$ cat src/hw/rtl/tcw_pkg.sv
// Shared types and constants for the text console writer.
// No dependencies; imported by tcw_ctrl and text_console_writer_top.
package tcw_pkg;

	typedef enum logic [1:0] {
		OP_PUT   = 2'd0,
		OP_ERASE = 2'd1,
		OP_CLEAR = 2'd2,
		OP_READ  = 2'd3
	} op_t;

	typedef enum logic [2:0] {
		ST_INIT,
		ST_IDLE,
		ST_EXEC,
		ST_COPY,
		ST_FILL,
		ST_PUT,
		ST_HOLD
	} state_t;

	typedef struct packed {
		logic [7:0] cell_char;
		logic [7:0] cell_attr;
		logic [6:0] cursor_col;
		logic [4:0] cursor_row;
		logic       scrolled;
	} res_t;

	localparam logic [7:0] CH_NL         = 8'd10;
	localparam logic [7:0] CH_CR         = 8'd13;
	localparam logic [7:0] CH_SPACE      = 8'd32;
	localparam logic [7:0] ATTR_FALLBACK = 8'd7;

	localparam int NUM_COLORS = 3;

	localparam logic [1:0] REG_TOP_ROW = 2'd0;
	localparam logic [1:0] REG_COLOR0  = 2'd1;
	localparam logic [1:0] REG_COLOR1  = 2'd2;
	localparam logic [1:0] REG_COLOR2  = 2'd3;

	localparam logic [4:0] TOP_ROW_RESET = 5'd0;
	localparam logic [7:0] COLOR0_RESET  = 8'd5;
	localparam logic [7:0] COLOR1_RESET  = 8'd2;
	localparam logic [7:0] COLOR2_RESET  = 8'd3;

endpackage

$ cat src/hw/rtl/tcw_ctrl.sv
// Request sequencer: cursors, scroll/clear sweeps and read-modify-write
// of the screen store. Depends on tcw_pkg.
module tcw_ctrl
	import tcw_pkg::*;
#(
	parameter int COLS = 80,
	parameter int ROWS = 25,
	parameter int TERMINALS = 3,
	parameter int AW = 13
) (
	input  logic                       clk,
	input  logic                       arst_n,
	input  logic                       in_valid,
	output logic                       in_stall,
	input  logic [1:0]                 op,
	input  logic [1:0]                 terminal,
	input  logic [7:0]                 char_code,
	input  logic [4:0]                 cell_row,
	input  logic [6:0]                 cell_col,
	input  logic [4:0]                 top_row,
	input  logic [NUM_COLORS-1:0][7:0] colors,
	input  logic                       out_free,
	output logic                       res_valid,
	output res_t                       res,
	output logic                       mem_we,
	output logic [AW-1:0]              mem_waddr,
	output logic [7:0]                 mem_wdata,
	output logic [AW-1:0]              mem_raddr,
	input  logic [7:0]                 mem_rdata
);

	localparam int CW = $clog2(COLS + 1);
	localparam int RW = (ROWS > 1) ? $clog2(ROWS) : 1;
	localparam int TW = (TERMINALS > 1) ? $clog2(TERMINALS) : 1;
	localparam int DEPTH = TERMINALS * ROWS * COLS;
	localparam logic [AW-1:0] ROWS_A = AW'(ROWS);
	localparam logic [AW-1:0] COLS_A = AW'(COLS);
	localparam logic [AW-1:0] LAST_A = AW'(DEPTH - 1);
	localparam logic [RW-1:0] BOTTOM = RW'(ROWS - 1);
	localparam logic [CW-1:0] WRAP_COL = CW'(COLS);

	function automatic logic [AW-1:0] cell_addr(input logic [AW-1:0] t,
			input logic [AW-1:0] r, input logic [AW-1:0] c);
		return (t * ROWS_A + r) * COLS_A + c;
	endfunction

	state_t state_q, state_d;
	op_t        op_q;
	logic [1:0] term_q;
	logic       term_ok_q;
	logic       rd_ok_q;
	logic [7:0] char_q;
	logic [AW-1:0] ptr_q;
	logic [AW-1:0] last_q;
	logic       fill_put_q;
	logic       scrolled_q;
	res_t       res_q;
	res_t       res_d;
	logic [CW-1:0] col_q [TERMINALS];
	logic [RW-1:0] row_q [TERMINALS];

	logic [TW-1:0] tix;
	logic [CW-1:0] cur_col, nxt_col, wr_col;
	logic [RW-1:0] cur_row, nxt_row, wr_row, eff_top;
	logic [7:0]    top_ext, attr;
	logic          cur_we, bottom, wrap, nl, fin, accept, scroll_go;
	logic          wr_cursor;
	logic [AW-1:0] start_addr, end_addr;

	assign in_stall = (state_q != ST_IDLE);
	assign accept   = in_valid && !in_stall;

	assign tix     = term_q[TW-1:0];
	assign cur_col = col_q[tix];
	assign cur_row = row_q[tix];
	assign bottom  = (cur_row == BOTTOM);
	assign wrap    = (cur_col >= WRAP_COL);
	assign nl      = (char_q == CH_NL) || (char_q == CH_CR);

	// top_row beyond the screen acts as the bottom row
	assign top_ext = {3'b000, top_row};
	assign eff_top = (top_ext >= 8'(ROWS)) ? BOTTOM : top_ext[RW-1:0];

	assign attr = (term_q == 2'd3) ? ATTR_FALLBACK : colors[term_q];

	assign start_addr = cell_addr(AW'(tix), AW'(eff_top), '0);
	assign end_addr   = cell_addr(AW'(tix), AW'(BOTTOM), AW'(COLS - 1));

	assign scroll_go = (state_q == ST_EXEC) && term_ok_q && (op_q == OP_PUT)
		&& (nl || wrap) && bottom;

	// next state
	always_comb begin
		state_d = state_q;
		case (state_q)
			ST_INIT: begin
				if (ptr_q == LAST_A) state_d = ST_IDLE;
			end
			ST_IDLE: begin
				if (accept) state_d = ST_EXEC;
			end
			ST_EXEC: begin
				if (fin) begin
					state_d = out_free ? ST_IDLE : ST_HOLD;
				end else if (op_q == OP_CLEAR || eff_top == BOTTOM) begin
					state_d = ST_FILL;
				end else begin
					state_d = ST_COPY;
				end
			end
			ST_COPY: begin
				if (ptr_q == last_q - COLS_A) state_d = ST_FILL;
			end
			ST_FILL: begin
				if (ptr_q == last_q) begin
					if (fill_put_q) state_d = ST_PUT;
					else state_d = out_free ? ST_IDLE : ST_HOLD;
				end
			end
			ST_PUT: begin
				state_d = out_free ? ST_IDLE : ST_HOLD;
			end
			ST_HOLD: begin
				if (out_free) state_d = ST_IDLE;
			end
			default: state_d = ST_INIT;
		endcase
	end

	// outputs, memory port and cursor update
	always_comb begin
		mem_we    = 1'b0;
		mem_wdata = char_q;
		wr_cursor = 1'b0;
		wr_row    = cur_row;
		wr_col    = cur_col;
		cur_we    = 1'b0;
		nxt_col   = cur_col;
		nxt_row   = cur_row;
		fin       = 1'b0;
		mem_raddr = ptr_q;
		case (state_q)
			ST_INIT: begin
				mem_we    = 1'b1;
				mem_wdata = CH_SPACE;
			end
			ST_IDLE: begin
				mem_raddr = cell_addr(AW'(terminal), AW'(cell_row), AW'(cell_col));
			end
			ST_EXEC: begin
				mem_raddr = start_addr + COLS_A;
				if (!term_ok_q) begin
					fin = 1'b1;
				end else begin
					case (op_q)
						OP_READ: begin
							fin = 1'b1;
						end
						OP_CLEAR: begin
							cur_we  = 1'b1;
							nxt_col = '0;
							nxt_row = eff_top;
						end
						OP_ERASE: begin
							fin = 1'b1;
							if (!(wrap && bottom)) begin
								mem_we    = 1'b1;
								wr_cursor = 1'b1;
								mem_wdata = CH_SPACE;
								if (wrap) begin
									wr_row  = cur_row + 1'b1;
									wr_col  = '0;
									cur_we  = 1'b1;
									nxt_row = cur_row + 1'b1;
									nxt_col = '0;
								end
							end
						end
						default: begin
							if ((nl || wrap) && bottom) begin
								// scroll first; a printable character goes in afterwards, a newline is not stored
								cur_we  = 1'b1;
								nxt_col = '0;
							end else if (nl || wrap) begin
								fin     = 1'b1;
								cur_we  = 1'b1;
								nxt_row = cur_row + 1'b1;
								nxt_col = '0;
								if (!nl) begin
									mem_we    = 1'b1;
									wr_cursor = 1'b1;
									wr_row    = cur_row + 1'b1;
									wr_col    = '0;
									nxt_col   = CW'(1);
								end
							end else begin
								fin       = 1'b1;
								mem_we    = 1'b1;
								wr_cursor = 1'b1;
								cur_we    = 1'b1;
								nxt_col   = cur_col + 1'b1;
							end
						end
					endcase
				end
			end
			ST_COPY: begin
				mem_we    = 1'b1;
				mem_wdata = mem_rdata;
				mem_raddr = ptr_q + COLS_A + 1'b1;
			end
			ST_FILL: begin
				mem_we    = 1'b1;
				mem_wdata = CH_SPACE;
				fin       = (ptr_q == last_q) && !fill_put_q;
			end
			ST_PUT: begin
				mem_we    = 1'b1;
				wr_cursor = 1'b1;
				cur_we    = 1'b1;
				nxt_col   = cur_col + 1'b1;
				fin       = 1'b1;
			end
			default: begin
			end
		endcase

		mem_waddr = wr_cursor ? cell_addr(AW'(tix), AW'(wr_row), AW'(wr_col)) : ptr_q;

		res_d = '0;
		if (term_ok_q) begin
			res_d.cursor_col = 7'(nxt_col);
			res_d.cursor_row = 5'(nxt_row);
			res_d.scrolled   = scrolled_q;
			if (state_q == ST_EXEC && op_q == OP_READ && rd_ok_q) begin
				res_d.cell_char = mem_rdata;
				res_d.cell_attr = attr;
			end
		end

		res_valid = out_free && (fin || state_q == ST_HOLD);
		res       = (state_q == ST_HOLD) ? res_q : res_d;
	end

	always_ff @(posedge clk or negedge arst_n) begin
		if (!arst_n) begin
			state_q    <= ST_INIT;
			ptr_q      <= '0;
			scrolled_q <= 1'b0;
			for (int i = 0; i < TERMINALS; i++) begin
				col_q[i] <= '0;
				row_q[i] <= '0;
			end
		end else begin
			state_q <= state_d;
			if (state_q == ST_INIT || state_q == ST_COPY || state_q == ST_FILL) begin
				ptr_q <= ptr_q + 1'b1;
			end else if (state_q == ST_EXEC) begin
				ptr_q <= start_addr;
			end
			if (accept) begin
				scrolled_q <= 1'b0;
			end else if (scroll_go) begin
				scrolled_q <= 1'b1;
			end
			if (cur_we) begin
				col_q[tix] <= nxt_col;
				row_q[tix] <= nxt_row;
			end
		end
	end

	always_ff @(posedge clk) begin
		if (accept) begin
			op_q      <= op_t'(op);
			term_q    <= terminal;
			term_ok_q <= ({1'b0, terminal} < 3'(TERMINALS));
			char_q    <= char_code;
			rd_ok_q   <= ({3'b000, cell_row} < 8'(ROWS)) && ({2'b00, cell_col} < 9'(COLS));
		end
		if (state_q == ST_EXEC) begin
			last_q     <= end_addr;
			fill_put_q <= (op_q == OP_PUT) && !nl;
		end
		if (fin) begin
			res_q <= res_d;
		end
	end

endmodule

$ cat config.mk
export PLATFORM = sky130hd
export DESIGN_NAME = tcw_ctrl
export DESIGN_NICKNAME = d
export VERILOG_FILES = /design/src/hw/rtl/tcw_pkg.sv /design/src/hw/rtl/tcw_ctrl.sv
export SDC_FILE = /design/constraint.sdc
export NUM_CORES = 1
export LEC_CHECK = 0
export BUFFER_PORTS_ARGS = -buffer_cell sky130_fd_sc_hd__buf_2
export CORE_MARGIN = 1
export CORE_UTILIZATION = 60
export CTS_BUF_LIST = sky130_fd_sc_hd__clkbuf_8
export CTS_CLUSTER_DIAMETER = 120
export DETAILED_ROUTE_END_ITERATION = 10
export PLACE_DENSITY_LB_ADDON = 0.15
export SLEW_MARGIN = 15
export SYNTH_ARGS = -nofsm -noshare
export SYNTH_HDL_FRONTEND = slang
export SYNTH_SLANG_ARGS = --single-unit
$ cat constraint.sdc
create_clock -name clk -period 8.5 [get_ports clk]
set_clock_uncertainty 0.2 [all_clocks]
set_input_delay 2.125 -clock clk [delete_from_list [all_inputs] [get_ports clk]]
set_output_delay 2.125 -clock clk [all_outputs]
set_load 0.02 [all_outputs]
Word level (Yosys, flattened, before mapping)
Index checks and enable logic that the tools add are counted.
{ "totals": {"inputBits": 65, "output_inout_bits": 66, "reg_bits": 110} }
{ "op_classes": {"reduce_logical": 32, "n_mux": 83, "n_bitwise": 1, "add_sub_neg": 14, "n_mul": 6, "order_cmp": 8, "n_eq_ne": 23} }
{ "ops": {"columns": ["operator", "count"], "rows": [
  ["7-bit 2-to-1 mux", 13],
  ["5-bit 2-to-1 mux", 15],
  ["29-bit 2-to-1 mux", 2],
  ["8-bit 2-to-1 mux", 5],
  ["13-bit by 7-bit adder with 13-bit output (second input constant)", 3],
  ["13-bit 2-to-1 mux", 3],
  ["13-bit case mux with 3 select lines", 1],
  ["8-bit by 3-bit multiplier with 9-bit output (second input constant)", 4],
  ["7-bit case mux with 2 select lines", 2],
  ["3-bit 2-to-1 mux", 9],
  ["13-bit by 1-bit adder with 13-bit output (second input constant)", 2],
  ["13-bit by 7-bit adder with 13-bit output", 2],
  ["13-bit == test", 2],
  ["7-bit by 5-bit adder with 8-bit output", 3],
  ["8-bit case mux with 3 select lines", 1],
  ["21-bit bitwise mux", 1],
  ["3-bit case mux with 7 select lines", 1],
  ["7-bit case mux with 3 select lines", 1],
  ["8-bit binary-select mux with 2-bit select", 1],
  ["8-bit by 4-bit == test with 1-bit output (second input constant)", 2],
  ["16-bit 2-to-1 mux", 1],
  ["15-bit bitwise mux", 1],
  ["5-bit case mux with 3 select lines", 1],
  ["7-bit binary-select mux with 2-bit select", 1],
  ["other kinds (39)", 90]
]} }

Longest topological paths before layout
{ "depth": {"word_depth": 15, "depth_mapped": 28, "depth_no_buf": 24} }

Worst setup path after synthesis
OpenSTA, ideal clock, no wires.
{ "synth_timing": {"kind": "reg-to-output", "from": "register term_q[0]", "to": "output mem_waddr[12]", "path_stages_with_launch": 25, "n_path_buf": 2, "path_slack_ps": 441, "required_time_ps": 6175, "t_arrival_ps": 5734, "path_cell_list": "edfxtp_1 > buf_4 > nor2b_1 > buf_6 > a22oi_2 > a21oi_1 > nand2_1 > nor3_1 > a21oi_1 > o32a_1 > fa_1 > nand2_1 > nor2_1 > a21oi_1 > and4_1 > nor2_1 > ha_1 > fa_1 > xnor2_1 > or3b_2 > nor3_1 > xor2_1 > xnor2_1 > xnor3_1 > o21ai_1"} }
{ "synth_between": {"elab_chain_cells": 15, "elab_cells_between_ends": 40} }
{ "synth_rtl": {"columns": ["element", "line", "rtl"], "rows": [
  ["start, declared", "tcw_ctrl.sv:49", "logic [1:0] term_q;"],
  ["start signal, assigned", "tcw_ctrl.sv:276", "term_q <= terminal;"],
  ["2-bit NOT with 3-bit output (not written as such)", "tcw_ctrl.sv:74, tcw_ctrl.sv:75", null],
  ["5-bit binary-select mux with 2-bit select or 7-bit binary-select mux with 2-bit select (tied branches)", "tcw_ctrl.sv:75, tcw_ctrl.sv:74", null],
  ["5-bit 2-to-1 mux (not written as such) or 7-bit 2-to-1 mux (tied branches) (2 in series)", "tcw_ctrl.sv:75, tcw_ctrl.sv:74", null],
  ["5-bit by 1-bit adder with 5-bit output or 7-bit >= comparator (tied branches)", "tcw_ctrl.sv:171, tcw_ctrl.sv:192, tcw_ctrl.sv:77", null],
  ["5-bit 2-to-1 mux or 1-bit logical OR (tied branches)", "tcw_ctrl.sv:189, tcw_ctrl.sv:180, tcw_ctrl.sv:184", null],
  ["5-bit 2-to-1 mux or 1-bit logical AND (tied branches)", "tcw_ctrl.sv:184, tcw_ctrl.sv:180", null],
  ["5-bit 2-to-1 mux", "tcw_ctrl.sv:180", "if ((nl || wrap) && bottom) begin"],
  ["5-bit case mux with 2 select lines", "tcw_ctrl.sv:155", "case (op_q)"],
  ["5-bit 2-to-1 mux", "tcw_ctrl.sv:152", "if (!term_ok_q) begin"],
  ["5-bit 2-to-1 mux", "tcw_ctrl.sv:142", "case (state_q)"],
  ["7-bit by 5-bit adder with 8-bit output", "tcw_ctrl.sv:44", "return (t * ROWS_A + r) * COLS_A + c;"],
  ["8-bit by 3-bit multiplier with 9-bit output", "tcw_ctrl.sv:44", null],
  ["13-bit by 7-bit adder with 13-bit output", "tcw_ctrl.sv:44", null],
  ["13-bit 2-to-1 mux *", "tcw_ctrl.sv:228", "mem_waddr = wr_cursor ? cell_addr(AW'(tix), AW'(wr_row), AW'(wr_col)) : ptr_q;"],
  ["end, declared", "tcw_ctrl.sv:26", "output logic [AW-1:0] mem_waddr,"]
]} }
Every way passes the cells marked *; elsewhere a longest branch is shown, timed or not. The select of a mux whose other input is x is not followed.

Final worst setup path
Same ends and word-level chain as after synthesis.

==> flow_summary.json <==
{
  "grt.overflow.total": 0,
  "grt_max_degree": 54,
  "worstSetupPathType": "reg2out",
  "cts_made_buffers": 9,
  "max_freq_ghz": 0.1202,
  "clk_pin_slew_ns": 0.11,
  "core_sq_um": 15200,
  "dr_wl_met2_mm": 12.12,
  "clockBufferDepth": 2,
  "setup_viol": 0,
  "wirelength_mm": 26.94,
  "via_per_inst": 6.394,
  "drtIter0Drc": 891,
  "die_w_microns": 126.9,
  "initial_core_util": 0.6156,
  "synth_top_area_share": 0.1701,
  "die_area_sq_um": 16100,
  "area_delta_synth_final_pct": 13.05,
  "ys_async_sr_fraction": 0.5000,
  "slowest_stage": "or3b_2",
  "ir_worst_vdd_uv": 84.57,
  "p_seq_frac": 0.494,
  "h-tree-depth": 3,
  "max_cap_viol_count": 0,
  "p_comb_frac": 0.219,
  "first_pass_iters": 6,
  "worstPathMaxFanout": 12,
  "detailed_place_hpwl_mm": 20.32,
  "drt.antenna.violating_nets": 0,
  "fillers": 1256,
  "maxSlewHeadroom": 0.3486,
  "fin_crit_ns": 8.323,
  "die_y_microns": 126.9,
  "finalSetupTns_ns": 0,
  "syn_nets": 1193,
  "clock_sinks": 106,
  "worstSetupStartpointType": "flip-flop",
  "end_kind": "output pin",
  "antenna_found_initial": 0,
  "slew_violations": 0,
  "clk_latency_ns": 0.40,
  "period_share": 0.9792,
  "r2r_slack_ns": 3.94,
  "gp_congestion": 0.9991,
  "ys_warn_count": 0,
  "finalCoreUtilization": 0.6960,
  "syn_inst": 1044,
  "finalNetCount": 1318,
  "met3WireLength_mm": 2.672,
  "routedWlPerCell_microns": 19.78,
  "ys.flop_type": "edfxtp_1",
  "wl_met1_mm": 11.48,
  "cts_hold_buf": 0,
  "endpoint": "mem_waddr[12]",
  "grt_pass1_wl_mm": 41.88,
  "synth_enable_flop_cells": 53,
  "tightestPinTransition_ns": 0.9669,
  "synth_seq_cells": 106,
  "p_clk_frac": 0.287,
  "ys_seq_area_frac": 0.3118,
  "hold_class": "reg2reg",
  "drive_above_1_share": 0.2087,
  "synthTopCellsByArea": "edfxtp_1 17%, dfrtp_1 14%, ha_1 10%, xnor2_1 4.8%, a21oi_1 4.4%",
  "syn_area_sq_um": 9359,
  "cp.required_ns": 6.18,
  "drc_errors": 0,
  "synth_cell_type_count": 88,
  "rr_worst_depth": 17,
  "groute.usage.overall": 0.3347,
  "vias": 8709,
  "synth_top_area_cell": "edfxtp_1",
  "powerDensity_nw_per_um2": 102.5,
  "ctsRootBufferMaster": "clkbuf_8",
  "switchingPower_mw": 0.3320,
  "status": "complete, no violations",
  "top_layer": "met4",
  "crit_arrival_ns": 6.00,
  "cts_tree": "yes",
  "grt_pass1_vias": 7889,
  "leakage_nw": 4.856,
  "r2r-end": "ptr_q[12]",
  "p_int_mw": 0.7524,
  "slowest_delay_ns": 0.51,
  "reg2reg_from": "term_q[0]",
  "hold_viol": 0,
  "switching_share": 0.3062,
  "syn_area_per_cell_sq_um": 8.965,
  "core.rowCount": 45,
  "io_buffer_count": 130,
  "io_pins": 131,
  "startpoint": "term_q[0]",
  "insertedDiodeCount": 0
}
## metrics by stage
stage                     total power, mW  hold slack, ns  std cells  area [sq um]  worst slack, ns
after CTS                           1.088          0.2962       1354         10480          0.06944
after global routing                1.132          0.3253       1362         10580         -0.04937
after floorplan                    0.7139          0.2492       1044          9359           0.4411
after detailed placement           0.7807          0.2711       1336         10250           0.2852
final                               1.084          0.2946       1362         10580           0.1772
after global placement             0.7779          0.2629       1336         10250           0.3749
## worst min-delay path by stage
stage	endpoint	cells after the start	slack (ns)	start
CTS	col_q[2]	2	0.30	col_q[2]
global placement	col_q[2]	2	0.26	col_q[2]
global route	row_q[9]	1	0.33	row_q[9]
detailed placement	col_q[2]	2	0.27	col_q[2]
floorplan	col_q[14]	2	0.25	col_q[14]
finish	col_q[2]	2	0.29	col_q[2]
## placed cells by master, fill, tap and decap left out, types with 8 or more instances in the layout
cell | Yosys | routed
inv_1 | 42 | 42
o31ai_1 | 8 | 8
a22o_1 | 15 | 15
o21ai_0 | 46 | 46
edfxtp_1 | 53 | 53
buf_4 | 2 | 39
nor2b_1 | 12 | 11
clkbuf_8 | 0 | 9
o21ai_1 | 22 | 22
buf_2 | 8 | 129
fa_1 | 9 | 8
nand4_1 | 8 | 8
ha_1 | 75 | 74
xor2_1 | 24 | 24
nand2_1 | 97 | 97
a31oi_1 | 15 | 14
a21oi_1 | 83 | 82
mux2i_1 | 22 | 21
and2_1 | 20 | 20
nand3_1 | 15 | 15
o22ai_1 | 11 | 11
a21o_1 | 34 | 34
xnor2_1 | 51 | 50
o2bb2ai_1 | 9 | 9
nor3_1 | 26 | 24
mux2_2 | 21 | 21
dfrtp_1 | 53 | 53
nor2_1 | 82 | 80
## state kept, by name, indices dropped and copies added (netlist names)
name / flops
last_q: 9
term_q: 2
state_q: 3
rd_ok_q: 1
row_q: 15
fill_put_q: 1
res_q: 29
scrolled_q: 1
ptr_q: 13
term_ok_q: 1
col_q: 21
op_q: 2
char_q: 8
## kinds of logic (layout without fill, tap and decap cells)
group / count (synthesis) / in the layout / synth area share
flip-flops: 106 / 106 / 0.3118
AND/OR/NAND/NOR: 302 / 302 / 0.1537
multiplexers: 50 / 50 / 0.05722
adder cells (fa/ha/maj): 88 / 88 / 0.1238
XOR/XNOR: 77 / 77 / 0.07500
buffers and inverters: 101 / 231 / 0.04559
AO/OA/AOI/OAI: 320 / 320 / 0.2329
## worst max-delay path, delay by kind of cell, from the launching register on
kind | cells | cell delay [ns]
adders and majority gates | 4 | 1.39
and+or+nand+nor | 8 | 1.32
AOI/OAI and AO/OA | 5 | 0.99
xor gates and xnor gates | 4 | 0.78
buffers and inverters | 3 | 0.48
DFF | 1 | 0.43
muxes | 1 | 0.22
## Yosys cell counts (all sizes together), types with 8 or more instances
master   instances
a21oi           83
mux2            28
nor2            83
mux2i           22
inv             42
xnor2           51
nor2b           12
nand3           15
fa               9
nand4            8
buf             20
o31ai            9
and2            20
dfrtp           53
a31oi           15
nand2          100
ha              75
xor2            24
o2bb2ai         10
nor3            26
a22o            15
o22ai           11
edfxtp          53
o21ai           70
a21o            36
clkbuf          37
## routing by layer
metal | track usage | up-vias
li1 | - | 4091
met1 | 0.4686 | 4059
met5 | 0 | -
met4 | 0.1120 | 0
met3 | 0.06284 | 65
met2 | 0.5217 | 494
## power by group through the flow
stage,clock network [mW],logic [mW],registers [mW]
floorplan,0,0.167,0.547
global placement,0,0.231,0.547
detailed placement,0,0.234,0.547
CTS,0.316,0.236,0.536
global route,0.329,0.267,0.536
finish,0.311,0.237,0.536
## cell type report
type / count / area (sq um) / area share
inverter: 44 / 165.2 / 0.01561
tap: 188 / 235.2 / 0.02223
timing repair buffer: 171 / 1011 / 0.09555
clock buffer: 9 / 123.9 / 0.01171
multi-input combinational: 837 / 6063 / 0.5731
sequential: 106 / 2918 / 0.2758
clock inverter: 7 / 63.81 / 0.006031
## timing repair
action,in CTS,in global routing
pin swaps,0,6
resized for setup,2,9
cloned,1,0
setup buffers,1,8
endpoints found under the setup margin,1,1
(Power assumes the default switching activity.)
